<file path="src/rtl/core/c2p_pkg.sv">
// Shared constants, types and the arctangent table of the Cartesian-to-polar unit.
// Used by all modules under rtl/core; depends on nothing.
package c2p_pkg;

	localparam int ITERATIONS = 16;
	localparam int PIPE_DEPTH = ITERATIONS + 3;
	localparam int GUARD      = 14;
	localparam int XY_W       = 32;
	localparam int Z_W        = 28;
	localparam int PROD_W     = 49;
	localparam int ANG_W      = 19;
	localparam int WRAP_W     = 20;

	localparam logic signed [Z_W-1:0]    PI_ACC      = 28'sd52707179;
	localparam logic signed [16:0]       INV_GAIN    = 17'sd39797;
	localparam logic [15:0]              OFFSET_RST  = 16'd14694;
	localparam logic signed [WRAP_W-1:0] PI_BIAS     = 20'sd25735;
	localparam logic signed [WRAP_W-1:0] TWO_PI      = 20'sd51472;
	localparam logic signed [WRAP_W-1:0] FOUR_PI     = 20'sd102944;
	localparam logic signed [15:0]       PI_Q13      = 16'sd25736;
	localparam logic signed [18:0]       MAG_MAX     = 19'sd65535;

	typedef struct packed {
		logic signed [XY_W-1:0] x;
		logic signed [XY_W-1:0] y;
		logic signed [Z_W-1:0]  z;
		logic                   zero;
	} cordic_t;

	function automatic logic signed [Z_W-1:0] atan_val(input int unsigned k);
		case (k)
			0:       atan_val = 28'sd13176795;
			1:       atan_val = 28'sd7778716;
			2:       atan_val = 28'sd4110060;
			3:       atan_val = 28'sd2086331;
			4:       atan_val = 28'sd1047214;
			5:       atan_val = 28'sd524117;
			6:       atan_val = 28'sd262123;
			7:       atan_val = 28'sd131069;
			8:       atan_val = 28'sd65536;
			9:       atan_val = 28'sd32768;
			10:      atan_val = 28'sd16384;
			11:      atan_val = 28'sd8192;
			12:      atan_val = 28'sd4096;
			13:      atan_val = 28'sd2048;
			14:      atan_val = 28'sd1024;
			15:      atan_val = 28'sd512;
			16:      atan_val = 28'sd256;
			17:      atan_val = 28'sd128;
			18:      atan_val = 28'sd64;
			19:      atan_val = 28'sd32;
			20:      atan_val = 28'sd16;
			21:      atan_val = 28'sd8;
			22:      atan_val = 28'sd4;
			23:      atan_val = 28'sd2;
			default: atan_val = '0;
		endcase
	endfunction

endpackage

</file>
<file path="src/rtl/core/c2p_pre.sv">
// Input stage: folds left half-plane points into the right half-plane and adds guard bits.
// Depends on c2p_pkg.
module c2p_pre (
	input  logic                      clk,
	input  logic                      en,
	input  logic signed [15:0]        x_coord,
	input  logic signed [15:0]        y_coord,
	output c2p_pkg::cordic_t          dout
);

	logic signed [16:0] xe;
	logic signed [16:0] ye;
	logic signed [16:0] xn;
	logic signed [16:0] yn;
	logic               neg;
	c2p_pkg::cordic_t   nxt;
	c2p_pkg::cordic_t   pre_s0;

	always_comb begin
		xe       = {x_coord[15], x_coord};
		ye       = {y_coord[15], y_coord};
		neg      = x_coord[15];
		xn       = neg ? -xe : xe;
		yn       = neg ? -ye : ye;
		nxt.x    = {{(c2p_pkg::XY_W - 17 - c2p_pkg::GUARD){xn[16]}}, xn,
			{c2p_pkg::GUARD{1'b0}}};
		nxt.y    = {{(c2p_pkg::XY_W - 17 - c2p_pkg::GUARD){yn[16]}}, yn,
			{c2p_pkg::GUARD{1'b0}}};
		nxt.z    = neg ? c2p_pkg::PI_ACC : '0;
		nxt.zero = (x_coord == '0) && (y_coord == '0);
	end

	always_ff @(posedge clk) begin
		if (en) begin
			pre_s0 <= nxt;
		end
	end

	assign dout = pre_s0;

endmodule

</file>
<file path="config.mk">
export PLATFORM = sky130hd
export DESIGN_NAME = c2p_pre
export DESIGN_NICKNAME = d
export VERILOG_FILES = /design/src/rtl/core/c2p_pkg.sv /design/src/rtl/core/c2p_pre.sv
export SDC_FILE = /design/constraint.sdc
export NUM_CORES = 1
export LEC_CHECK = 0
export ABC_AREA = 0
export BUFFER_PORTS_ARGS = -buffer_cell sky130_fd_sc_hd__buf_2
export CAP_MARGIN = 20
export CORE_MARGIN = 8
export CORE_UTILIZATION = 40
export CTS_CLUSTER_DIAMETER = 100
export DETAILED_ROUTE_END_ITERATION = 10
export PLACE_DENSITY = 0.74
export SETUP_SLACK_MARGIN = 0.2
export SYNTH_ARGS = -nofsm -noshare
export SYNTH_HDL_FRONTEND = slang
export SYNTH_SLANG_ARGS = --single-unit
</file>
<file path="constraint.sdc">
create_clock -name clk -period 4.4 [get_ports clk]
set_input_delay 0.66 -clock clk [delete_from_list [all_inputs] [get_ports clk]]
set_output_delay 0.66 -clock clk [all_outputs]
set_load 0.02 [all_outputs]
</file>
==> out/qor.txt <==
Number of synthesized flops with an enable pin: 36
Worst path bufs/invs: 2
CP max FO: 4
Post-route setup slack: 2.51 ns
Slew HR: 45.3%
Status: complete, no violations
Register area share after synthesis: 49.8%
Area Growth Syn to Fin: 14.4%
CTS Root Cell: clkbuf_8
Nets: 301
CTS tree: yes
Setup WS pre-CTS: 2.22 ns
Worst EP arrival: 1.91 ns
Gr usage total: 10.7%
Worst-path cell chain: buf_2, inv_1, ha_1, nor2b_1, nand3_1, o41ai_1, xnor2_1
Final Hold Fails: 0
Power per cell area: 347 mW/mm2
Final Max Slew Viols: 0
Die W: 89.7 um
Antenna fix cells: 0
Max H-tree Level: 2
Gpl congestion: 0.805
Synthesized area: 0.00217 mm2
CTS Hold Bufs: 0
Initial cell density of the core: 40.4%
Post-CTS Setup Inserts: 0
Vias in the first global route: 1529
Delay-heaviest family, CP: simple AND/OR/NAND/NOR gates
Initial antenna violation count: 0
Drt drc: 0
Maxcap violations: 0
CP Capture Type: register
YS warnings: 0
Design area: 0.00248 mm2
Die area: 0.00804 mm2
F_max: 0.529 GHz
RSZ-0062 raised after global routing: false
Final setup violation count: 0
Post-Syn Instances: 192
Post-cts resize count: 0
Max reg flops: 36
Cell variety after synth: 25
Critical setup path kind: input port to register
1st-iter DRT viols: 70
Vias: 1484
Max Buffers Root-to-Sink: 2
Layout cells sized above 1: 36.8%
Antenna Nets Post-Route: 0
Largest net degree at the start of global routing: 37
Fin crit share: 43.0%
PortBufs: 85
Hold Crit Class: input port to register
Clock-pin slew on the worst setup and hold paths: 0.07 ns
Max rail drop VDD: 147 uV
DR vias/cell: 4.39
Avg Cell Area, Syn: 11.3 um2
CTS Buf Count: 5
HPWL Detailed: 3640 um
Clock Sinks: 36
TritonRoute pass-1 iters: 4
Synth Register Bits: 36
Overflow after GRT: 0
Largest stage delay on the critical path: 0.35 ns
Total Power: 0.862 mW
First-pass GRT wire length: 6620 um
Leak pwr: 1.06 nW
Synth Flop Type: edfxtp_1
Least-Margin Pin Slew: 0.821 ns
Final wirelength: 4590 um
Drt wl/cell: 13.6 um
Core area: 0.00537 mm2
Ys async rst share: 0%
Setup TNS: 0 ns
I/O Pins: 127
Startpoint Class: input port
Placement Cell Area: 0.00240 mm2
Crit-path slowest cell: o41ai_1
CP required: 4.42 ns
Fin util: 46.3%
Row Count: 27
Height of the die: 89.7 um
Final min period: 1.89 ns
## power by group
group / switching, mW / internal [mW] / total (mW)
Clock: 0.111 / 0.107 / 0.218
Sequential: 0.00944 / 0.419 / 0.429
Combinational: 0.151 / 0.0646 / 0.215
Total: 0.271 / 0.591 / 0.862
## path summary, 6_finish.rpt
| check | start | end | slack, ns | cells past startpoint |
|---|---|---|---|---|
| worst max-delay path | y_coord[1] | dout[53] | 2.51 | 7 |
| worst min-delay path | y_coord[0] | dout[43] | 0.59 | 1 |
## stage by stage
step,hold WS (ns),instances
after floorplan,0.759,233
after detailed placement,0.875,330
after global routing,0.586,338
after global placement,0.871,330
final,0.592,338
after CTS,0.577,338
## layout make-up
cell class              count  area (um2)
multi-input cells         131         783
clock inverters             3        13.8
repair buffers             85         425
clock buffers               5        68.8
fillers                   503        2890
well taps                  72        90.1
inverters                   6        22.5
flip-flops and latches     36        1080
## logic make-up after synthesis
logic type / count (synthesis) / synth area share [%]
AO/OA/AOI/OAI: 23 / 6.85
XOR/XNOR: 27 / 10.9
adder cells (fa/ha/maj): 2 / 1.15
buffers and inverters: 66 / 21.3
flip-flops: 36 / 49.8
other: 1 / 0.173
AND/OR/NAND/NOR: 37 / 9.91
## cells in the mapped netlist, types with 2 or more instances
cell type / count / share of area (%)
buf_4: 57 / 20
nand2_1: 10 / 1.7
nor2_1: 5 / 0.86
edfxtp_1: 36 / 50
o31ai_1: 6 / 2.1
o21ai_0: 12 / 2.8
clkbuf_1: 3 / 0.52
nand3_1: 5 / 1.2
inv_1: 6 / 1.0
o41ai_1: 4 / 1.6
nand2b_1: 6 / 1.7
xnor2_1: 27 / 11
nor4_1: 2 / 0.58
ha_1: 2 / 1.2
## layout by cell type (no fill, tap or decap), types with 2 or more instances in the layout
master | synthesis | routed
nor2_1 | 5 | 5
nand2_1 | 10 | 10
buf_2 | 0 | 85
nand2b_1 | 6 | 6
ha_1 | 2 | 2
o31ai_1 | 6 | 6
o21ai_0 | 12 | 12
nor4_1 | 2 | 2
edfxtp_1 | 36 | 36
conb_1 | 1 | 42
inv_1 | 6 | 6
clkbuf_8 | 0 | 5
nand3_1 | 5 | 5
clkinv_2 | 0 | 2
o41ai_1 | 4 | 4
xnor2_1 | 27 | 27
## layer usage
layer  GRT usage (%)  vias up  routed length (um)
met1            11.3      693                1760
met2            19.2       75                2280
li1                -      714                   -
met4            4.68        0                  41
met3            3.28        2                 501
met5               0        -                   0
Note: power is estimated with default switching activity, not from simulation.
