### config.mk
export PLATFORM = sky130hd
export DESIGN_NAME = c2p_cordic
export DESIGN_NICKNAME = d
export VERILOG_FILES = /design/src/rtl/core/c2p_pkg.sv /design/src/rtl/core/c2p_cordic.sv
export SDC_FILE = /design/constraint.sdc
export NUM_CORES = 2
export LEC_CHECK = 0
export BUFFER_PORTS_ARGS = -buffer_cell sky130_fd_sc_hd__buf_4
export CORE_UTILIZATION = 59
export CTS_CLUSTER_DIAMETER = 150
export DETAILED_ROUTE_END_ITERATION = 16
export PLACE_DENSITY = 0.74
export SYNTH_ARGS = -nofsm -noshare
export SYNTH_HDL_FRONTEND = slang
export SYNTH_SLANG_ARGS = --single-unit
### constraint.sdc
create_clock -name clk -period 14.6 [get_ports clk]
set_clock_uncertainty 0.1 [all_clocks]
set_input_delay 3.65 -clock clk [delete_from_list [all_inputs] [get_ports clk]]
set_output_delay 3.65 -clock clk [all_outputs]
set_load 0.1 [all_outputs]
### src/rtl/core/c2p_pkg.sv
// Shared constants, types and the arctangent table of the Cartesian-to-polar unit.
// Used by all modules under rtl/core; depends on nothing.
package c2p_pkg;

	localparam int ITERATIONS = 16;
	localparam int PIPE_DEPTH = ITERATIONS + 3;
	localparam int GUARD      = 14;
	localparam int XY_W       = 32;
	localparam int Z_W        = 28;
	localparam int PROD_W     = 49;
	localparam int ANG_W      = 19;
	localparam int WRAP_W     = 20;

	localparam logic signed [Z_W-1:0]    PI_ACC      = 28'sd52707179;
	localparam logic signed [16:0]       INV_GAIN    = 17'sd39797;
	localparam logic [15:0]              OFFSET_RST  = 16'd14694;
	localparam logic signed [WRAP_W-1:0] PI_BIAS     = 20'sd25735;
	localparam logic signed [WRAP_W-1:0] TWO_PI      = 20'sd51472;
	localparam logic signed [WRAP_W-1:0] FOUR_PI     = 20'sd102944;
	localparam logic signed [15:0]       PI_Q13      = 16'sd25736;
	localparam logic signed [18:0]       MAG_MAX     = 19'sd65535;

	typedef struct packed {
		logic signed [XY_W-1:0] x;
		logic signed [XY_W-1:0] y;
		logic signed [Z_W-1:0]  z;
		logic                   zero;
	} cordic_t;

	function automatic logic signed [Z_W-1:0] atan_val(input int unsigned k);
		case (k)
			0:       atan_val = 28'sd13176795;
			1:       atan_val = 28'sd7778716;
			2:       atan_val = 28'sd4110060;
			3:       atan_val = 28'sd2086331;
			4:       atan_val = 28'sd1047214;
			5:       atan_val = 28'sd524117;
			6:       atan_val = 28'sd262123;
			7:       atan_val = 28'sd131069;
			8:       atan_val = 28'sd65536;
			9:       atan_val = 28'sd32768;
			10:      atan_val = 28'sd16384;
			11:      atan_val = 28'sd8192;
			12:      atan_val = 28'sd4096;
			13:      atan_val = 28'sd2048;
			14:      atan_val = 28'sd1024;
			15:      atan_val = 28'sd512;
			16:      atan_val = 28'sd256;
			17:      atan_val = 28'sd128;
			18:      atan_val = 28'sd64;
			19:      atan_val = 28'sd32;
			20:      atan_val = 28'sd16;
			21:      atan_val = 28'sd8;
			22:      atan_val = 28'sd4;
			23:      atan_val = 28'sd2;
			default: atan_val = '0;
		endcase
	endfunction

endpackage

### src/rtl/core/c2p_cordic.sv
// Vectoring CORDIC pipeline: one micro-rotation and one register per iteration.
// Depends on c2p_pkg for the iteration count, data type and arctangent table.
module c2p_cordic (
	input  logic                              clk,
	input  logic [c2p_pkg::ITERATIONS-1:0]    en,
	input  c2p_pkg::cordic_t                  din,
	output c2p_pkg::cordic_t                  dout
);

	c2p_pkg::cordic_t rot_s [c2p_pkg::ITERATIONS];

	for (genvar i = 0; i < c2p_pkg::ITERATIONS; i++) begin : g_rot
		c2p_pkg::cordic_t           src;
		c2p_pkg::cordic_t           nxt;
		logic signed [c2p_pkg::XY_W-1:0] dx;
		logic signed [c2p_pkg::XY_W-1:0] dy;

		if (i == 0) begin : g_first
			assign src = din;
		end else begin : g_next
			assign src = rot_s[i-1];
		end

		always_comb begin
			dx       = src.x >>> i;
			dy       = src.y >>> i;
			nxt.zero = src.zero;
			if (!src.y[c2p_pkg::XY_W-1]) begin
				nxt.x = src.x + dy;
				nxt.y = src.y - dx;
				nxt.z = src.z + c2p_pkg::atan_val(i);
			end else begin
				nxt.x = src.x - dy;
				nxt.y = src.y + dx;
				nxt.z = src.z - c2p_pkg::atan_val(i);
			end
		end

		always_ff @(posedge clk) begin
			if (en[i]) begin
				rot_s[i] <= nxt;
			end
		end
	end

	assign dout = rot_s[c2p_pkg::ITERATIONS-1];

endmodule

==> impl_summary.txt <==
----------------------------------------------------
[Run status]
  Result of the run ... finished clean

[Logic synthesis]
  Average cell area after synthesis ... 9.655 µm²
  Register bit total from synthesis ... 1487
  Most used standard cells in the synthesized netlist ... 1487 x sky130_fd_sc_hd__edfxtp_1, 1469 x sky130_fd_sc_hd__ha_1, 1401 x sky130_fd_sc_hd__a21oi_1
  Post-synthesis cell count ... 12782
  Synth top area share ... 0.3618
  Cell with the most instances after synthesis ... sky130_fd_sc_hd__edfxtp_1
  Main flop type after synthesis ... sky130_fd_sc_hd__edfxtp_1
  Summed instance area of the synthesized netlist ... 123400 µm²
  Number of enable flip-flop cells after synthesis ... 1487
  Number of distinct library cells after synthesis ... 81
  Sequential fraction of the synthesis area ... 0.3618
  Synth async-reset ratio ... 0
  Main area contributors after synthesis ... sky130_fd_sc_hd__edfxtp_1 36%, sky130_fd_sc_hd__ha_1 15%, sky130_fd_sc_hd__xnor2_1 8.5%
  Synthesis warning total ... 0
  Cell taking the most area after synthesis ... sky130_fd_sc_hd__edfxtp_1
  Total nets after synthesis ... 14410

[CTS]
  Max H-tree Level ... 4
  Buffer levels on the longest clock path ... 3
  Hold_buf cts ... 0
  Clk sinks ... 1487
  Clock tree from TritonCTS ... done
  Clock root buffer master ... sky130_fd_sc_hd__clkbuf_16
  Worst-Skew Late Latency ... 820 ps
  Number of clock buffers inserted by TritonCTS ... approximately 170
  Number of post-CTS setup repair buffers ... 0
  Clock slew at the register clock pins of the worst setup and hold paths ... approximately 60 ps
  Total of cells resized after clock tree synthesis ... 0

[STA]
  Share of the cycle needed by the critical path after routing ... 0.4771
  Timing-limited maximum frequency ... 0.1436 GHz
  Slew of the pin with the lowest slew margin ... 1269 ps
  Setup total negative slack ... 0 ps
  Final Slew Violations ... 0
  Min cycle time layout ... between 6000 and 7000 ps
  Endpoints failing hold ... 0
  RSZ-0062 raised after global routing ... false
  Max-Slew Margin vs Limit ... 0.1421
  Setup-failing EPs final ... 0

[Worst setup path]
  Critical path startpoint category ... input pin
  Critical R2R Launch ... rot_s[1][352]$_DFFE_PP_
  Worst Path Required ... between 15000 and 20000 ps
  Endpoint class of the critical path ... register
  Crit path from ... din[60]
  Setup slack of the most critical reg-to-reg path ... 8720 ps
  Crit path max fanout ... 47
  Setup CP Type ... input pin to register
  Logic depth of the worst register-to-register path ... 18
  Signal arrival time at the worst endpoint ... 7430 ps
  Endpoint of the worst register-to-register path ... rot_s[1][432]$_DFFE_PP_

[Die]
  Die outline height ... 459.4 µm
  Die area ... ~210000 µm²
  Initial core utilization ... 0.5948
  Total I/O pin count ... 203
  Area of the core ... roughly 210000 µm²
  # rows ... approximately 170
  Floorplan die width ... 459.4 µm

[Detailed routing]
  Antenna viol nets, final ... 0
  Number of vias per cell after detailed routing ... 6.113
  Via count ... roughly 100000
  Drt drc ... 0
  Aggregate routed wire length ... 318.4 mm
  Final routed wire length divided by cell count ... 20.01 µm
  DRT iter0 DRCs ... 7186
  DR pass1 iterations ... 6

[Min path]
  Number of cells on the worst hold path ... 0
  HP Start ... rot_s[1][94]$_DFFE_PP_
  Type of the worst min-delay path ... register to register
  Worst min-delay path endpoint ... rot_s[1][187]$_DFFE_PP_

[Placement]
  Routability Congestion ... 0.9426
  Detailed placement HPWL ... 253.6 mm
  Buffers added on ports ... just over 200

[Finish]
  Layout Nets ... 14602
  Share of layout cells above drive strength 1 ... 0.04889
  Register with the highest flop count ... rot_s
  Layout fillers ... 16869
  Largest registers ... rot_s: 1487 flops
  Layout Area Growth over Synthesis ... 8.269%
  Number of flip-flops in the largest register ... approximately 1500

[Global routing]
  Number of antenna violations at the first check in global routing ... 11
  Via count of the first global-routing pass ... approximately 94000
  Most utilized layer in the global route result ... met2
  GR Util All Layers ... 0.2944
  Fraction of met3 tracks used by global routing ... 0.03480
  Maximum number of pins on one net before global-route repair ... 80
  Wire length of the first global-routing pass ... approximately 500 mm
  Met2 Resource Use GR ... 0.5221
  Total overflow reported by the global router ... 0
  GR met1 Demand/Resource ... 0.3755

[Run]
  Max-cap viol count ... 0

----------------------------------------------------
==> layout by cell type, fill, tap and decap left out, types with 32 or more instances in the layout <==
cell type / synthesis / layout
sky130_fd_sc_hd__a211oi_1: 65 / 65
sky130_fd_sc_hd__a21boi_0: 35 / 35
sky130_fd_sc_hd__a21o_1: 616 / 616
sky130_fd_sc_hd__a21oi_1: 1401 / 1401
sky130_fd_sc_hd__a31o_2: 36 / 36
sky130_fd_sc_hd__a31oi_1: 176 / 176
sky130_fd_sc_hd__a41oi_1: 32 / 32
sky130_fd_sc_hd__and2_1: 79 / 79
sky130_fd_sc_hd__and3_1: 141 / 141
sky130_fd_sc_hd__buf_4: 0 / 249
sky130_fd_sc_hd__clkbuf_16: 0 / 168
sky130_fd_sc_hd__clkinv_1: 6 / 34
sky130_fd_sc_hd__edfxtp_1: 1487 / 1487
sky130_fd_sc_hd__fa_1: 49 / 49
sky130_fd_sc_hd__ha_1: 1469 / 1469
sky130_fd_sc_hd__inv_1: 587 / 587
sky130_fd_sc_hd__mux2_2: 49 / 49
sky130_fd_sc_hd__mux2i_1: 32 / 32
sky130_fd_sc_hd__nand2_1: 677 / 677
sky130_fd_sc_hd__nand2b_1: 187 / 187
sky130_fd_sc_hd__nand3_1: 185 / 185
sky130_fd_sc_hd__nand4_1: 89 / 89
sky130_fd_sc_hd__nor2_1: 1080 / 1080
sky130_fd_sc_hd__nor2b_1: 222 / 222
sky130_fd_sc_hd__nor3_1: 314 / 314
sky130_fd_sc_hd__nor4_1: 111 / 111
sky130_fd_sc_hd__o211ai_1: 49 / 49
sky130_fd_sc_hd__o21a_1: 148 / 148
sky130_fd_sc_hd__o21ai_0: 591 / 591
sky130_fd_sc_hd__o21bai_1: 169 / 169
sky130_fd_sc_hd__o31ai_1: 53 / 53
sky130_fd_sc_hd__o41ai_1: 46 / 46
sky130_fd_sc_hd__or3_1: 70 / 70
sky130_fd_sc_hd__xnor2_1: 1194 / 1194
sky130_fd_sc_hd__xor2_1: 663 / 663
==> per-stage QoR <==
step | cell area [µm²] | setup slack [ps] | instances | utilization | hold slack, ps
2_1_floorplan | 123400 | 7369 | 12782 | - | 300.3
3_3_place_gp | 127900 | 6723 | 15592 | 0.6165 | 301.5
3_5_place_dp | 127900 | 6769 | 15592 | 0.6165 | 304.5
4_1_cts | 133600 | 7657 | 15900 | 0.6439 | 303.6
5_1_grt | 133600 | 7292 | 15905 | 0.6439 | 315.5
6_report | 133600 | 7634 | 15908 | 0.6440 | 312.9
==> area by class of cell <==
cell class	count	area, µm²	area share
well taps	2788	3488	0.02611
clock inverters	117	1389	0.01039
inverters	593	2226	0.01666
multi-input cells	10475	75680	0.5664
flip-flops and latches	1487	44650	0.3342
clock buffers	191	4290	0.03211
repair buffers	249	1869	0.01399
diodes	8	20.02	0.0001498
==> cell families (layout without fill, tap and decap cells) <==
logic type      after synthesis  in the layout  synth area share
compound gates             3723           3723            0.1894
flops                      1487           1487            0.3618
buf+inv                     820           1150           0.02494
fa+ha+maj                  1518           1518            0.1569
other cells                   0              8                 0
mux                          82             82          0.007158
simple gates               3295           3295            0.1280
xor+xnor                   1857           1857            0.1318
==> worst max path at each step <==
stage / end / cells after the start
after floorplan: rot_s[0][26]$_DFFE_PP_ / 14
final: rot_s[0][26]$_DFFE_PP_ / 14
after CTS: rot_s[0][26]$_DFFE_PP_ / 14
after global routing: rot_s[0][26]$_DFFE_PP_ / 14
after global placement: rot_s[0][26]$_DFFE_PP_ / 14
after detailed placement: rot_s[0][26]$_DFFE_PP_ / 14
==> layer usage <==
metal / part of all wire / up-vias
met1: 0.43 / 46685
met5: 0.00011 / -
li1: - / 47459
met2: 0.49 / 2561
met4: 0.027 / 6
met3: 0.047 / 533
==> worst max-delay path, stage by stage <==
cell                       delay (ps)
sky130_fd_sc_hd__buf_4            410
sky130_fd_sc_hd__clkinv_1         170
sky130_fd_sc_hd__buf_4            370
sky130_fd_sc_hd__ha_1             420
sky130_fd_sc_hd__a21oi_1          170
sky130_fd_sc_hd__o21ai_0          160
sky130_fd_sc_hd__a31oi_1          360
sky130_fd_sc_hd__o21ai_0          230
sky130_fd_sc_hd__a311o_1          380
sky130_fd_sc_hd__o211ai_1         110
sky130_fd_sc_hd__a31oi_1          220
sky130_fd_sc_hd__a311oi_1         440
sky130_fd_sc_hd__o21ai_0          160
sky130_fd_sc_hd__xor2_1           160
Power is not shown: default switching activity piles up to over one toggle a cycle in this logic, so the estimate is an artifact.
