File: config.mk
export PLATFORM = sky130hd
export DESIGN_NAME = c2p_post
export DESIGN_NICKNAME = d
export VERILOG_FILES = /design/src/rtl/core/c2p_pkg.sv /design/src/rtl/core/c2p_post.sv
export SDC_FILE = /design/constraint.sdc
export NUM_CORES = 1
export LEC_CHECK = 0
export BUFFER_PORTS_ARGS = -buffer_cell sky130_fd_sc_hd__clkbuf_2
export CAP_MARGIN = 25
export CORE_MARGIN = 10
export CORE_UTILIZATION = 25
export DETAILED_ROUTE_END_ITERATION = 12
export PLACE_DENSITY = 0.41
export SKIP_LAST_GASP = 1
export SLEW_MARGIN = 20
export SYNTH_ARGS = -nofsm -noshare
export SYNTH_HDL_FRONTEND = slang
export SYNTH_SLANG_ARGS = --single-unit
File: constraint.sdc
create_clock -name clk -period 13.2 [get_ports clk]
set_input_delay 2.64 -clock clk [delete_from_list [all_inputs] [get_ports clk]]
set_output_delay 2.64 -clock clk [all_outputs]
set_load 0.1 [all_outputs]
File: src/rtl/core/c2p_pkg.sv
// Shared constants, types and the arctangent table of the Cartesian-to-polar unit.
// Used by all modules under rtl/core; depends on nothing.
package c2p_pkg;

	localparam int ITERATIONS = 16;
	localparam int PIPE_DEPTH = ITERATIONS + 3;
	localparam int GUARD      = 14;
	localparam int XY_W       = 32;
	localparam int Z_W        = 28;
	localparam int PROD_W     = 49;
	localparam int ANG_W      = 19;
	localparam int WRAP_W     = 20;

	localparam logic signed [Z_W-1:0]    PI_ACC      = 28'sd52707179;
	localparam logic signed [16:0]       INV_GAIN    = 17'sd39797;
	localparam logic [15:0]              OFFSET_RST  = 16'd14694;
	localparam logic signed [WRAP_W-1:0] PI_BIAS     = 20'sd25735;
	localparam logic signed [WRAP_W-1:0] TWO_PI      = 20'sd51472;
	localparam logic signed [WRAP_W-1:0] FOUR_PI     = 20'sd102944;
	localparam logic signed [15:0]       PI_Q13      = 16'sd25736;
	localparam logic signed [18:0]       MAG_MAX     = 19'sd65535;

	typedef struct packed {
		logic signed [XY_W-1:0] x;
		logic signed [XY_W-1:0] y;
		logic signed [Z_W-1:0]  z;
		logic                   zero;
	} cordic_t;

	function automatic logic signed [Z_W-1:0] atan_val(input int unsigned k);
		case (k)
			0:       atan_val = 28'sd13176795;
			1:       atan_val = 28'sd7778716;
			2:       atan_val = 28'sd4110060;
			3:       atan_val = 28'sd2086331;
			4:       atan_val = 28'sd1047214;
			5:       atan_val = 28'sd524117;
			6:       atan_val = 28'sd262123;
			7:       atan_val = 28'sd131069;
			8:       atan_val = 28'sd65536;
			9:       atan_val = 28'sd32768;
			10:      atan_val = 28'sd16384;
			11:      atan_val = 28'sd8192;
			12:      atan_val = 28'sd4096;
			13:      atan_val = 28'sd2048;
			14:      atan_val = 28'sd1024;
			15:      atan_val = 28'sd512;
			16:      atan_val = 28'sd256;
			17:      atan_val = 28'sd128;
			18:      atan_val = 28'sd64;
			19:      atan_val = 28'sd32;
			20:      atan_val = 28'sd16;
			21:      atan_val = 28'sd8;
			22:      atan_val = 28'sd4;
			23:      atan_val = 28'sd2;
			default: atan_val = '0;
		endcase
	endfunction

endpackage

File: src/rtl/core/c2p_post.sv
// Output stages: gain compensation, offset add with rounding, saturation and angle wrap.
// Depends on c2p_pkg; the second stage is the result register.
module c2p_post (
	input  logic                  clk,
	input  logic [1:0]            en,
	input  logic [15:0]           phase_offset,
	input  c2p_pkg::cordic_t      din,
	output logic [15:0]           magnitude,
	output logic signed [15:0]    angle,
	output logic                  zero_vector
);

	logic signed [c2p_pkg::PROD_W-1:0] prod_s1;
	logic signed [c2p_pkg::ANG_W-1:0]  ang_s1;
	logic                              zero_s1;

	logic [15:0]                       mag_s2;
	logic signed [15:0]                ang_s2;
	logic                              zero_s2;

	logic signed [c2p_pkg::Z_W-1:0]    z_use;
	logic signed [29:0]                ang_sum;
	logic signed [c2p_pkg::PROD_W-1:0] rnd;
	logic signed [18:0]                mag_w;
	logic [15:0]                       mag_nxt;
	logic signed [c2p_pkg::WRAP_W-1:0] t;
	logic signed [c2p_pkg::WRAP_W-1:0] t_red;
	logic signed [c2p_pkg::WRAP_W-1:0] ang_w;

	always_comb begin
		z_use   = din.zero ? '0 : din.z;
		ang_sum = 30'(z_use) + {3'b000, phase_offset, 11'b0} + 30'sd1024;
	end

	always_ff @(posedge clk) begin
		if (en[0]) begin
			prod_s1 <= din.x * c2p_pkg::INV_GAIN;
			ang_s1  <= ang_sum[29:11];
			zero_s1 <= din.zero;
		end
	end

	always_comb begin
		rnd   = prod_s1 + (49'sd1 <<< 29);
		mag_w = rnd[48:30];
		if (mag_w[18]) begin
			mag_nxt = '0;
		end else if (mag_w > c2p_pkg::MAG_MAX) begin
			mag_nxt = 16'hFFFF;
		end else begin
			mag_nxt = mag_w[15:0];
		end

		t = {ang_s1[c2p_pkg::ANG_W-1], ang_s1} + c2p_pkg::PI_BIAS;
		if (t < 0) begin
			t_red = t + c2p_pkg::TWO_PI;
		end else if (t >= c2p_pkg::FOUR_PI) begin
			t_red = t - c2p_pkg::FOUR_PI;
		end else if (t >= c2p_pkg::TWO_PI) begin
			t_red = t - c2p_pkg::TWO_PI;
		end else begin
			t_red = t;
		end
		ang_w = t_red - c2p_pkg::PI_BIAS;
	end

	always_ff @(posedge clk) begin
		if (en[1]) begin
			mag_s2  <= zero_s1 ? '0 : mag_nxt;
			ang_s2  <= ang_w[15:0];
			zero_s2 <= zero_s1;
		end
	end

	assign magnitude   = mag_s2;
	assign angle       = ang_s2;
	assign zero_vector = zero_s2;

endmodule

==> results of run 1 <==
==> worst register-to-register path, delay by kind of cell, from the launching register on <==
family                   cells  cell delay (ns)
AND/OR/NAND/NOR              2             0.45
adder cells (fa/ha/maj)      2             0.64
buffers and inverters        1             0.16
XOR/XNOR                     2             0.44
AO/OA/AOI/OAI               10             2.71
flip-flops                   1             0.59
==> synth_stat cells (16+ instances only) <==
master,number,area [µm²]
sky130_fd_sc_hd__inv_1,403,1513
sky130_fd_sc_hd__fa_1,250,5005
sky130_fd_sc_hd__ha_1,235,2940
sky130_fd_sc_hd__edfxtp_1,73,2192
sky130_fd_sc_hd__nor2_1,60,225.2
sky130_fd_sc_hd__a21oi_1,55,275.3
sky130_fd_sc_hd__nand2_1,50,187.7
sky130_fd_sc_hd__xnor2_1,45,394.1
sky130_fd_sc_hd__o21ai_0,35,175.2
sky130_fd_sc_hd__xor2_1,29,254.0
sky130_fd_sc_hd__nor2b_1,27,168.9
sky130_fd_sc_hd__nand3_1,22,110.1
sky130_fd_sc_hd__and3_1,18,112.6
sky130_fd_sc_hd__nor3_1,18,90.09
sky130_fd_sc_hd__a21o_1,16,120.1
==> routing by layer <==
| metal | part of all wire (%) | vias to the layer above | track usage [%] |
|---|---|---|---|
| li1 | - | 5186 | - |
| met1 | 47 | 5225 | 14.78 |
| met2 | 48 | 157 | 18.99 |
| met3 | 3.4 | 19 | 1.377 |
| met4 | 0.95 | 0 | 1.685 |
| met5 | 0 | - | 0 |
==> kinds of logic after synthesis <==
family / count (synthesis)
AOI/OAI and AO/OA: 218
xor gates and xnor gates: 76
adders and majority gates: 485
buffers and inverters: 426
DFF: 73
muxes: 1
and+or+nand+nor: 264
==> sequential cells by signal, indices dropped and copies added, names as in the netlist <==
| register | cells |
|---|---|
| ang_s1 | 19 |
| zero_vector | 1 |
| angle | 16 |
| magnitude | 16 |
| prod_s1 | 20 |
| zero_s1 | 1 |
==> metrics by stage <==
step	instances	power, mW	worst slack (ns)	hold slack, ns	util [%]
3_3_place_gp	2415	4.156	3.395	0.4516	27.42
4_1_cts	2432	4.474	3.775	0.4837	27.97
5_1_grt	2432	4.994	3.374	0.5105	27.97
6_report	2432	4.359	3.865	0.4783	27.97
2_1_floorplan	1543	3.337	4.899	0.4168	-
3_5_place_dp	2416	4.163	3.413	0.4505	27.45
==> worst max-delay path by stage <==
stage | end | startpoint | slack, ns
detailed placement | prod_s1[47]$_DFFE_PP_ | din[82] | 3.41
global placement | prod_s1[48]$_DFFE_PP_ | din[80] | 3.39
floorplan | prod_s1[42]$_DFFE_PP_ | din[69] | 4.90
CTS | prod_s1[47]$_DFFE_PP_ | din[82] | 3.77
global route | prod_s1[48]$_DFFE_PP_ | din[82] | 3.37
finish | prod_s1[47]$_DFFE_PP_ | din[82] | 3.86
==> layout make-up <==
type	instances	share of cell area (%)
clock buffer	9	1.312
clock inverter	7	0.5685
inverter	403	8.811
multi-input combinational	1044	67.56
sequential	73	12.77
tap	790	5.758
timing repair buffer	106	3.221
==> power groups by stage <==
| stage | Sequential (mW) | Clock, mW | Combinational, mW |
|---|---|---|---|
| floorplan | 0.708 | 0 | 2.63 |
| global placement | 0.525 | 0 | 3.63 |
| detailed placement | 0.526 | 0 | 3.64 |
| CTS | 0.521 | 0.281 | 3.67 |
| global route | 0.529 | 0.288 | 4.18 |
| finish | 0.520 | 0.269 | 3.57 |
==> results.txt, run 1 <==
* Outcome: finished clean
* DRC Markers: 0
- Final setup violation count: 0
- Beginning of the worst hold path: zero_s1$_DFFE_PP_
* Max Cap Violations: 0
* Share of the clock period used by the worst path after layout: 70.72%
* Count of buffering cells on the critical path with inverters included: 5
- Worst setup path class: in2reg
- Number of global-route vias before repair: 11410
* Starting Density: 25.15%
- By area, the combinational part of the netlist is dominated by adder cells.
* Core box area: 0.06137 mm²
* Switching share of power: 51.66%
- At the end of routability-driven placement, the weighted congestion stood at 0.8256.
- For this run, the top clock speed supported by timing is 107.1 MHz.
- The first detailed-routing pass took 5 iterations.
- In this run the remaining antenna-violating nets after routing total 0.
* Vias per cell: 4.353
- The worst hold path passes through 0 cells.
- Hold-fix buffers, CTS: 0
- Cell area after synthesis: 0.01543 mm²
- CTS placed an instance of sky130_fd_sc_hd__clkbuf_16 at the clock tree root.
* Leading cell types in the layout, fill and taps excluded: sky130_fd_sc_hd__inv_1, sky130_fd_sc_hd__fa_1, sky130_fd_sc_hd__ha_1
* ANT cells: 0
- Per report_power, the clock group accounts for 6.2% of the total.
- Counting the fill cells in the layout gives 6440.
- Post-route minimum period: 9.335 ns
- CTS built an H-tree with a depth of 3.
- Summing the areas of all fa, ha and maj instances in the mapped netlist gives 51.48% of the synthesized area.
* Total Die Area: 0.07207 mm²
- The synthesized design contains 73 enable-type register cells.
- By instance count, the cell type seen most on the critical path is sky130_fd_sc_hd__fa_1.
- GRT Residual Overflow: 0
- On the critical path, the stage with the largest delay is an instance of sky130_fd_sc_hd__a211oi_1.
- The floorplan step set the die width to 268.5 µm.
- Clock tree from TritonCTS: done
- Dominant register cell in the synthesized netlist: sky130_fd_sc_hd__edfxtp_1
- Of the post-synthesis cell area, the part taken by muxes is 0.06486%.
- FFs w/ async S/R, synth: 0%
- Total of warnings raised by yosys: 0
- Compound-gate portion of the synthesized area: 10.05%
- Synthesis-to-layout area growth: 11.25%
- The path class of the tightest hold or removal check is reg2reg.
* First-pass GRT wire length: 62730 µm
* Largest fanout on the critical path: 6
* Max-slew violation count: 0
- For this block, the routed nets add up to 38770 µm of wire.
* Capturing point of the worst reg2reg path: angle[15]$_DFFE_PP_
- Row generation in the floorplan step produced 91 rows.
- Critical Path Sink Type: flip-flop
* Placed cell areas: 0.01684 mm²
- STA classifies the critical path startpoint as an input pin.
* First-iteration detailed-routing DRC count: 413
- Required time reported for the critical path endpoint: 13.29 ns
* Internal Power: 2.107 mW
- In the final layout, the multi-input gates occupy 0.01160 mm².
- The synthesized design contains 73 register bits.
- For the worst flop-to-flop path, the logic depth is 17.
- Of the total synthesized cell area, the portion taken by XOR and XNOR cells is 4.411%.
- Once the clock tree was built, the resizer swapped 0 gates to a different size.
- In this run the power spent charging and discharging nets is 2.252 mW.
* Number of I/O pins: 145
* Sequential power share: 11.9%
* # Post-CTS Setup Buffers: 0
- Transition at the pin with the smallest max-transition slack: 0.9975 ns
- Port buffering added 102 buffers.
- Worst Hold Path EP: zero_vector$_DFFE_PP_
* P per Cell Area: 253.9 mW/mm²
* Distinct cell type count of the synthesized netlist: 77
- The longest clock path from root to sink contains 2 buffers.
- The critical path crosses 23 cells after its start point.
- Overall Global Routing Usage: 11.01%
* Dpl hpwl: 33870 µm
- Average detailed-routed wire length per instance: 15.94 µm
- In the final layout, flip-flops and latches occupy 0.002192 mm².
- Walking the worst path, the cells encountered are clkbuf_2 > ha_1 > inv_1 > fa_1 > fa_1 > inv_1 > fa_1 > fa_1 > inv_1 > fa_1 > inv_1 > ha_1 > nand4_1 > a211oi_1 > o21ai_0 > o211a_1 > a21boi_0 > o2111ai_1 > a21oi_1 > o21ai_0 > a21oi_1 > o22ai_1 > xor2_1.
- Vert. Die Dim: 268.5 µm
- VDD sags by at most 0.1217 mV.
- Part of the Yosys area used for sequential elements: 14.20%
* Share of total power in combinational logic: 81.9%
- Counting the buffers created by CTS gives 9.
- After clock tree synthesis, the clock-pin slew on the worst setup and hold paths is 0.07 ns.
* Setup slack, reg-to-reg: 7.98 ns
- Post-Synthesis Net Count: 2140
- Crit path arrival time: 9.43 ns
* Pin count of the biggest net entering global routing: 34
- Final Hold Vio Count: 0
- Worst reg2reg startpoint: ang_s1[0]$_DFFE_PP_
- Synth Instances: 1543
- Worst skew pair latency: 0.35 ns
- Synthesized area per cell: 10.00 µm²
- Leakage: 8.285 nW
* Sink count of the clock tree: 73
- Summed over all failing endpoints, the final setup total negative slack is 0 ns.
* Delay contributed by the slowest stage of the critical path: 0.66 ns
- The number of antenna violations at the first check in global routing was 0.
- The library cell used most frequently in the layout, excluding fill and tap cells, is sky130_fd_sc_hd__inv_1.
- Unrepaired setup endpoints after global routing: no
* Critical path's top delay family: adder cells
- Final layout net count: 2234
* Max-slew headroom at the worst pin: 33.50%
- Area fraction in and, or, nand and nor cells after synthesis: 9.145%
- After routing the design area is 0.01717 mm².
* Share of layout cells above drive strength 1: 9.744%
- Worst clock skew: 0.006803 ns
* Count of vias placed by the detailed router: 10590
(Power assumes the default switching activity.)
==> inputs of run 2 (changes only) <==
--- a/config.mk
+++ b/config.mk
@@ -5,6 +5,7 @@
 export SDC_FILE = /design/constraint.sdc
 export NUM_CORES = 1
 export LEC_CHECK = 0
+export ABC_AREA = 1
 export BUFFER_PORTS_ARGS = -buffer_cell sky130_fd_sc_hd__clkbuf_2
 export CAP_MARGIN = 25
 export CORE_MARGIN = 10
==> constraint.sdc (replaced) <==
create_clock -name clk -period 9.2 [get_ports clk]
set_input_delay 1.84 -clock clk [delete_from_list [all_inputs] [get_ports clk]]
set_output_delay 1.84 -clock clk [all_outputs]
set_load 0.1 [all_outputs]
==> run 2 against run 1 <==
  * Register-to-register slack worse by 3.0 ns
  * Design area up 4.5%
  * Global-route usage up 0.80 points
  * Routed wire length up 11%
  * Worst setup slack worse by 2.1 ns
  * Via count up 12%
  * Critical endpoint unchanged
  * Largest cell class unchanged
==> results.txt, run 2 <==
- The flow ran to the end, and the final reports show no timing, DRC or antenna violations.
* Clock slew at reported path FFs: 0.07 ns
- Unrepaired setup endpoints after global routing: no
* Share of layout cells above drive strength 1: 9.756%
- Top achievable clock speed: 134.5 MHz
* Final layout net count: 2560
* Starting Density: 25.36%
- Number of antenna violations at the first check in global routing: 0
- Once detail routing completed, the nets flagged for antenna violations numbered 0.
* Register name with the most flops: prod_s1
- Top area cells in the synthesized netlist: sky130_fd_sc_hd__fa_1, sky130_fd_sc_hd__ha_1, sky130_fd_sc_hd__edfxtp_1
- During synthesis, Yosys emitted a total of 0 warnings.
- The worst setup path is launched from an input pin.
- The detailed router placed 11830 vias in this run.
* CP max stage cell: sky130_fd_sc_hd__fa_1
* Dominant register cell in the synthesized netlist: sky130_fd_sc_hd__edfxtp_1
* Final setup violation count: 0
- Flip-flop and latch count after synthesis: 73
* PostCTS Resize Cnt: 0
* Number of input and output port buffers inserted: 102
- Average detailed-routed wire length per instance: 15.29 µm
* GRT Residual Overflow: 0
- Largest fanout on the critical path: 6
- Measured in cells, the most critical reg-to-reg path has a length of 29.
- Clock root buffer: sky130_fd_sc_hd__clkbuf_16
- Clock tree from TritonCTS: done
* Synth Instances: 1855
- The signal on the critical path passes through clkbuf_2 > ha_1 > inv_1 > fa_1 > fa_1 > inv_1 > fa_1 > fa_1 > inv_1 > fa_1 > inv_1 > ha_1 > a21oi_1 > nor2_1 > nor2_1 > nor3_1 > nor3_1 > o21ai_0 > nor2_1 > o21ai_0 > a21oi_1 > o221ai_1 > nor2_1 > nor2_1.
- Data arrives at the worst endpoint at 7.53 ns.
* DRC Markers: 0
- In the synthesized netlist the async set-or-reset flop fraction comes to 0%.
- The floorplan step set the die height to 273.6 µm.
- In this run the worst hold path is classified as reg2reg.
- Distinct cell type count of the synthesized netlist: 43
* Cell taking the most area after synthesis: sky130_fd_sc_hd__fa_1
- Synthesized area per cell: 8.670 µm²
- Total instance count after detailed placement: 2796
- Global routing used 11.81% of the available tracks.
- Bufs on Longest Clock Path: 2
- The floorplan step defined a die boundary enclosing 0.07488 mm².
- Leaving out fill and tap cells, the most frequent cell in the layout is sky130_fd_sc_hd__inv_1.
- Share of the clock period used by the worst path after layout: 80.79%
- # Post-CTS Setup Buffers: 0
- Core box area: 0.06343 mm²
* Num CTS Buffers: 9
* Largest registers ranked by flip-flop count: prod_s1 x20, ang_s1 x19
- Pin count of the biggest net entering global routing: 34
- The floorplan has 92 rows.
* Dpl hpwl: 37740 µm
* Transition at the pin with the smallest max-transition slack: 0.6327 ns
- Final Wtd Congestion: 0.8702
- Total wirelength of the detailed-routed design: 43030 µm
- The repair_antennas step left the layout with diodes totalling 0.
* Cell depth of the worst min-delay path: 0
- Total negative slack: 0 ns
- Vias per cell: 4.205
- Hold repair after CTS inserted 0 buffers.
- Yosys mapped a number of flops with a built-in enable equal to 73.
- The pre-antenna-repair detailed-routing pass consisted of 5 iterations.
* Critical Path Sink Type: flip-flop
* CTS HTree Levels: 3
* Max-slew headroom at the worst pin: 58.00%
* Most frequently used cell type in the post-synthesis netlist: sky130_fd_sc_hd__inv_1
- The floorplan step set the die width to 273.6 µm.
* Part of the Yosys area used for sequential elements: 13.63%
* Worst clock skew: 0.007973 ns
- Max-slew violation count: 0
- First-pass GRT wire length: 70660 µm
- First-iteration detailed-routing DRC count: 555
- Post-route minimum period: 7.433 ns
- Number of I/O pins: 145
- Sorting the synthesized cells by how often they occur yields sky130_fd_sc_hd__inv_1, sky130_fd_sc_hd__nand2_1, sky130_fd_sc_hd__fa_1.
- The number of hold violations in the final report came to 0.
- Final instance count without filler cells: 2814
- Counting every sink on the clock net gives 73.
* Worst skew pair latency: 0.35 ns
* Area share of the largest cell type after synthesis: 31.12%
* Number of global-route vias before repair: 13010
- Required time reported for the critical path endpoint: 9.30 ns
- Leading cell types in the layout, fill and taps excluded: sky130_fd_sc_hd__inv_1, sky130_fd_sc_hd__nand2_1, sky130_fd_sc_hd__fa_1
- The tool flagged a number of max-cap violations equal to 0.
- The number of nets in the synthesized netlist is 2452.
- The synthesized netlist occupies a cell area of 0.01608 mm².
* Flip-flop count of the largest register, all copies and words added: 20
- Fill cells in the final layout number 6830.
- Setup slack, reg-to-reg: 4.98 ns
- Delay contributed by the slowest stage of the critical path: 0.56 ns
- Worst setup path class: in2reg
- Synthesis-to-layout area growth: 11.57%
run 2: cell count changes in the layout (fill, tap and decap cells not counted), moves of 12 or more:
cell / previous run / this run
sky130_fd_sc_hd__inv_1: 403 / 503
sky130_fd_sc_hd__nand2b_1: 13 / 0
sky130_fd_sc_hd__a211oi_1: 12 / 0
sky130_fd_sc_hd__nor2_1: 60 / 96
sky130_fd_sc_hd__nand3_1: 22 / 78
sky130_fd_sc_hd__xnor2_1: 45 / 21
sky130_fd_sc_hd__nand2_1: 50 / 259
sky130_fd_sc_hd__a21o_1: 16 / 1
sky130_fd_sc_hd__a21oi_1: 55 / 103
sky130_fd_sc_hd__xor2_1: 29 / 50
sky130_fd_sc_hd__and3_1: 18 / 0
sky130_fd_sc_hd__nor2b_1: 27 / 0
sky130_fd_sc_hd__nand2_2: 0 / 31
run 2: logic make-up after synthesis:
group | Yosys count | synth area share [%]
adder cells (fa/ha/maj) | 485 | 49.40
XOR/XNOR | 71 | 3.867
buffers and inverters | 522 | 12.35
flip-flops | 73 | 13.63
AO/OA/AOI/OAI | 178 | 6.286
AND/OR/NAND/NOR | 526 | 14.46
run 2: worst paths after layout:
kind                       startpoint                    end
setup / recovery              din[72]  prod_s1[47]$_DFFE_PP_
hold / removal      zero_s1$_DFFE_PP_  zero_vector$_DFFE_PP_
setup reg to reg  ang_s1[0]$_DFFE_PP_    angle[12]$_DFFE_PP_
hold reg to reg     zero_s1$_DFFE_PP_  zero_vector$_DFFE_PP_
run 2: critical path: cells and delay by family:
kind / cells / cell delay [ns]
simple gates: 7 / 0.80
buf+inv: 5 / 0.46
compound gates: 5 / 1.05
fa+ha+maj: 7 / 3.35
run 2: area by class of cell:
class	count	area, µm²	share of cell area (%)
well taps	846	1059	5.899
repair buffers	106	565.5	3.152
clock inverters	7	72.57	0.4044
clock buffers	9	225.2	1.255
flip-flops and latches	73	2192	12.22
multi-input cells	1260	11900	66.34
inverters	513	1926	10.73
run 2: stage by stage:
step	instance area, µm²	hold WS, ns	utilization [%]	setup WS [ns]
finish	17940	0.4681	28.29	1.767
floorplan	16080	0.4272	-	2.418
detailed placement	17620	0.4473	27.78	1.377
global placement	17600	0.4602	27.75	1.395
CTS	17920	0.4748	28.25	1.752
global route	17940	0.4942	28.29	1.478
run 2: routing by layer:
layer | vias up | global-route usage [%] | share of wire [%]
li1 | 5948 | - | -
met1 | 5667 | 16.08 | 49
met2 | 182 | 19.89 | 46
met3 | 37 | 1.284 | 3.2
met4 | 0 | 2.355 | 1.5
met5 | - | 0 | 0
Power of run 2 is left out: the tool's default activity adds up to more than one toggle a clock period on the data nets, which glitch-free logic cannot reach.
==> inputs of run 3 (changes only) <==
--- a/config.mk
+++ b/config.mk
@@ -5,13 +5,13 @@
 export SDC_FILE = /design/constraint.sdc
 export NUM_CORES = 1
 export LEC_CHECK = 0
-export ABC_AREA = 1
+export ABC_AREA = 0
 export BUFFER_PORTS_ARGS = -buffer_cell sky130_fd_sc_hd__clkbuf_2
 export CAP_MARGIN = 25
 export CORE_MARGIN = 10
 export CORE_UTILIZATION = 25
 export DETAILED_ROUTE_END_ITERATION = 12
-export PLACE_DENSITY = 0.41
+export PLACE_DENSITY = 0.43
 export SKIP_LAST_GASP = 1
 export SLEW_MARGIN = 20
 export SYNTH_ARGS = -nofsm -noshare
==> constraint.sdc (replaced) <==
create_clock -name clk -period 6.7 [get_ports clk]
set_input_delay 1.34 -clock clk [delete_from_list [all_inputs] [get_ports clk]]
set_output_delay 1.34 -clock clk [all_outputs]
set_load 0.1 [all_outputs]
==> run 3 against run 2 <==
  * Worst setup slack lost 1.8 ns
  * Sequential share of layout area shrank 0.84 points
  * Clock-buffer cell count is the same
  * Largest cell class unchanged
  * The run now ends with setup timing left
  * First-iteration DRC count shrank 19%
  * Register-to-register slack lost 3.6 ns
  * Critical path type unchanged
  * Design area grew 7.4%
  * Sequential cell count is the same
==> results.txt, run 3 (synthesis gave the netlist of run 1 again) <==
- The flow ran to the end, but the final reports show violations.
- Violated checks: setup timing
- By instance count, the cell type seen most on the critical path is sky130_fd_sc_hd__fa_1.
- For this design, the sink count on the clock tree is 73.
- The share of total power dissipated in the clock network is 4.8%.
* Max-slew violation count: 0
- Delay contributed by the slowest stage of the critical path: 0.57 ns
- STA puts the critical path data required time at 6.80 ns.
- Crit path arrival time: 6.87 ns
- In this run the static leakage power is 9.136 nW.
* Detailed-router iteration count before antenna repair: 5
- The top cell types in the final layout, fill and taps aside, are sky130_fd_sc_hd__inv_1, sky130_fd_sc_hd__fa_1, sky130_fd_sc_hd__ha_1.
* Critical path's top delay family: adder cells
- The number of antenna diodes in the final layout is 0.
- The critical path contains buffers and inverters numbering 7 combined.
- Count of vias placed by the detailed router: 11140
* Average detailed-routed wire length per instance: 15.22 µm
* Final layout net count: 2393
- Once the floorplan was initialized, standard cells occupied 25.15% of the core.
- Setup violations remaining at the end of the flow were counted as 4.
* Critical Path Start Type: input pin
* Hold-fix buffers, CTS: 0
- At the end of routability-driven placement, the weighted congestion stood at 0.8356.
* Num CTS Buffers: 9
- The via count of the first global-routing pass was 12220.
- P per Cell Area: 556.2 mW/mm²
- Max-cap violations in this run came to 0.
- The clock tree synthesis step divided the H-tree into 3 levels.
- CTS placed an instance of sky130_fd_sc_hd__clkbuf_16 at the clock tree root.
- Vias per cell: 4.298
* ANT nets after route: 0
- Clock tree from TritonCTS: done
- Die Wd: 268.5 µm
- The die is 268.5 µm tall.
- The register with the most flip-flops in the layout has 20 of them.
- Dpl hpwl: 35010 µm
- Overall Global Routing Usage: 11.24%
- DRC Markers: 0
- Post-route minimum period: 6.768 ns
* Met2 capacity usage during global routing: 20.89%
- Of the total power, combinational logic draws 85.6%.
- First-iteration detailed-routing DRC count: 447
* Most common cell after layout, fill and taps aside: sky130_fd_sc_hd__inv_1
* Number of input and output port buffers inserted: 102
* Global-route met3 utilization: 1.149%
- Internal Power: 5.619 mW
* Critical Path Sink Type: flip-flop
- The first global-routing pass estimated 64580 µm of wire.
* GRT Residual Overflow: 0
- Final Instance Area: 0.01928 mm²
- Peak supply drop: 0.3543 mV
- Synthesis-to-layout area growth: 24.91%
- Largest fanout on the critical path: 5
- Core box area: 0.06137 mm²
* Worst skew pair latency: 0.35 ns
- The largest individual stage delay along the critical path comes from the cell sky130_fd_sc_hd__fa_1.
- Final Hold Vio Count: 0
- Static timing analysis puts the maximum clock frequency at 147.7 MHz.
- Dividing the final minimum period by the clock period gives 101.0%.
* Placed cell areas: 0.01802 mm²
- Sequential cells account for 9.5% of the total power.
- Entering global routing, the biggest net connects 41 pins.
- In the post-route analysis, the smallest setup slack over all paths is -0.06832 ns.
- Post-route core utilization: 31.41%
* Class of the most critical hold timing path: reg2reg
- At the pin with the least slew margin, the transition time is 0.9957 ns.
* Total Die Area: 0.07207 mm²
- Clock-pin slew was measured on the worst setup and hold paths at 0.07 ns.
- Filler cells: 6407
- Cells with a size suffix above 1 make up 24.04% of the layout.
- Worst setup path class: in2reg
* Worst clock skew: 0.007593 ns
- In the final timing run, aggregate negative setup slack is -0.1213 ns.
- Unrepaired setup endpoints after global routing: yes
* Largest registers ranked by flip-flop count: prod_s1 x20, ang_s1 x19
* FP Rows: 91
- Net switching is 47.58% of the power.
* Number of I/O pins: 145
- The number of antenna violations at the first check in global routing is 0.
- The analysis attributes to net switching a power of 5.101 mW.
* Met1 global-route usage: 14.16%
- GRT busiest layer: met2
* Bufs on Longest Clock Path: 2
- Total wirelength of the detailed-routed design: 39420 µm
- Register name with the most flops: prod_s1
- Headroom to the max-slew limit came out at 33.62%.
==> run 3: cell types whose count changed in the layout (fill, tap and decap cells not counted), sizes merged, moves of 20 or more <==
cell,delta
a21oi,-44
buf,+168
inv,-107
nand2,-242
nand3,-62
nor2,-46
nor2b,+27
xnor2,+25
xor2,-20
==> run 3: repair_timing <==
item / in CTS / in global routing
resized for setup: 96 / 78
pin swaps: 75 / 59
endpoints found under the hold margin: 0 / 0
endpoints found under the setup margin: 17 / 16
setup buffers: 8 / 9
==> run 3: through the flow <==
step                      setup WS (ns)  instances  power (mW)  hold slack, ns
after global routing            -0.2631       2591       12.11          0.4864
after CTS                       -0.1419       2581       10.22          0.4828
after detailed placement        -0.8930       2557       9.170          0.4528
final                          -0.06832       2591       10.72          0.4888
after global placement          -0.9286       2557       9.149          0.4632
after floorplan                -0.01051       1543       6.721          0.4168
==> run 3: power groups by stage <==
| stage | Sequential, mW | Combinational (mW) | Clock [mW] |
|---|---|---|---|
| after global placement | 1.03 | 8.12 | 0 |
| after CTS | 1.02 | 8.66 | 0.535 |
| final | 1.02 | 9.18 | 0.518 |
| after global routing | 1.04 | 10.5 | 0.551 |
| after floorplan | 1.40 | 5.33 | 0 |
| after detailed placement | 1.03 | 8.14 | 0 |
==> run 3: path summary, 6_finish.rpt <==
kind,slack (ns),endpoint,depth (start not counted),start
setup / recovery,-0.07,prod_s1[42]$_DFFE_PP_,25,din[80]
hold / removal,0.49,zero_vector$_DFFE_PP_,0,zero_s1$_DFFE_PP_
setup reg to reg,1.40,angle[15]$_DFFE_PP_,14,ang_s1[0]$_DFFE_PP_
hold reg to reg,0.49,zero_vector$_DFFE_PP_,0,zero_s1$_DFFE_PP_
==> run 3: layout make-up <==
cell class                 instances  area [µm²]  area share [%]
sequential                        73        2192           11.37
inverter                         403        1513           7.848
multi-input combinational       1044       12290           63.76
tap                              790       988.4           5.128
clock inverter                     7       83.83          0.4349
timing repair buffer             265        1983           10.29
clock buffer                       9       225.2           1.168
==> run 3: metal layers <==
layer	vias up	share of wire, %
li1	5514	-
met2	117	52
met4	0	0.47
met3	14	2.6
met1	5492	45
met5	-	0
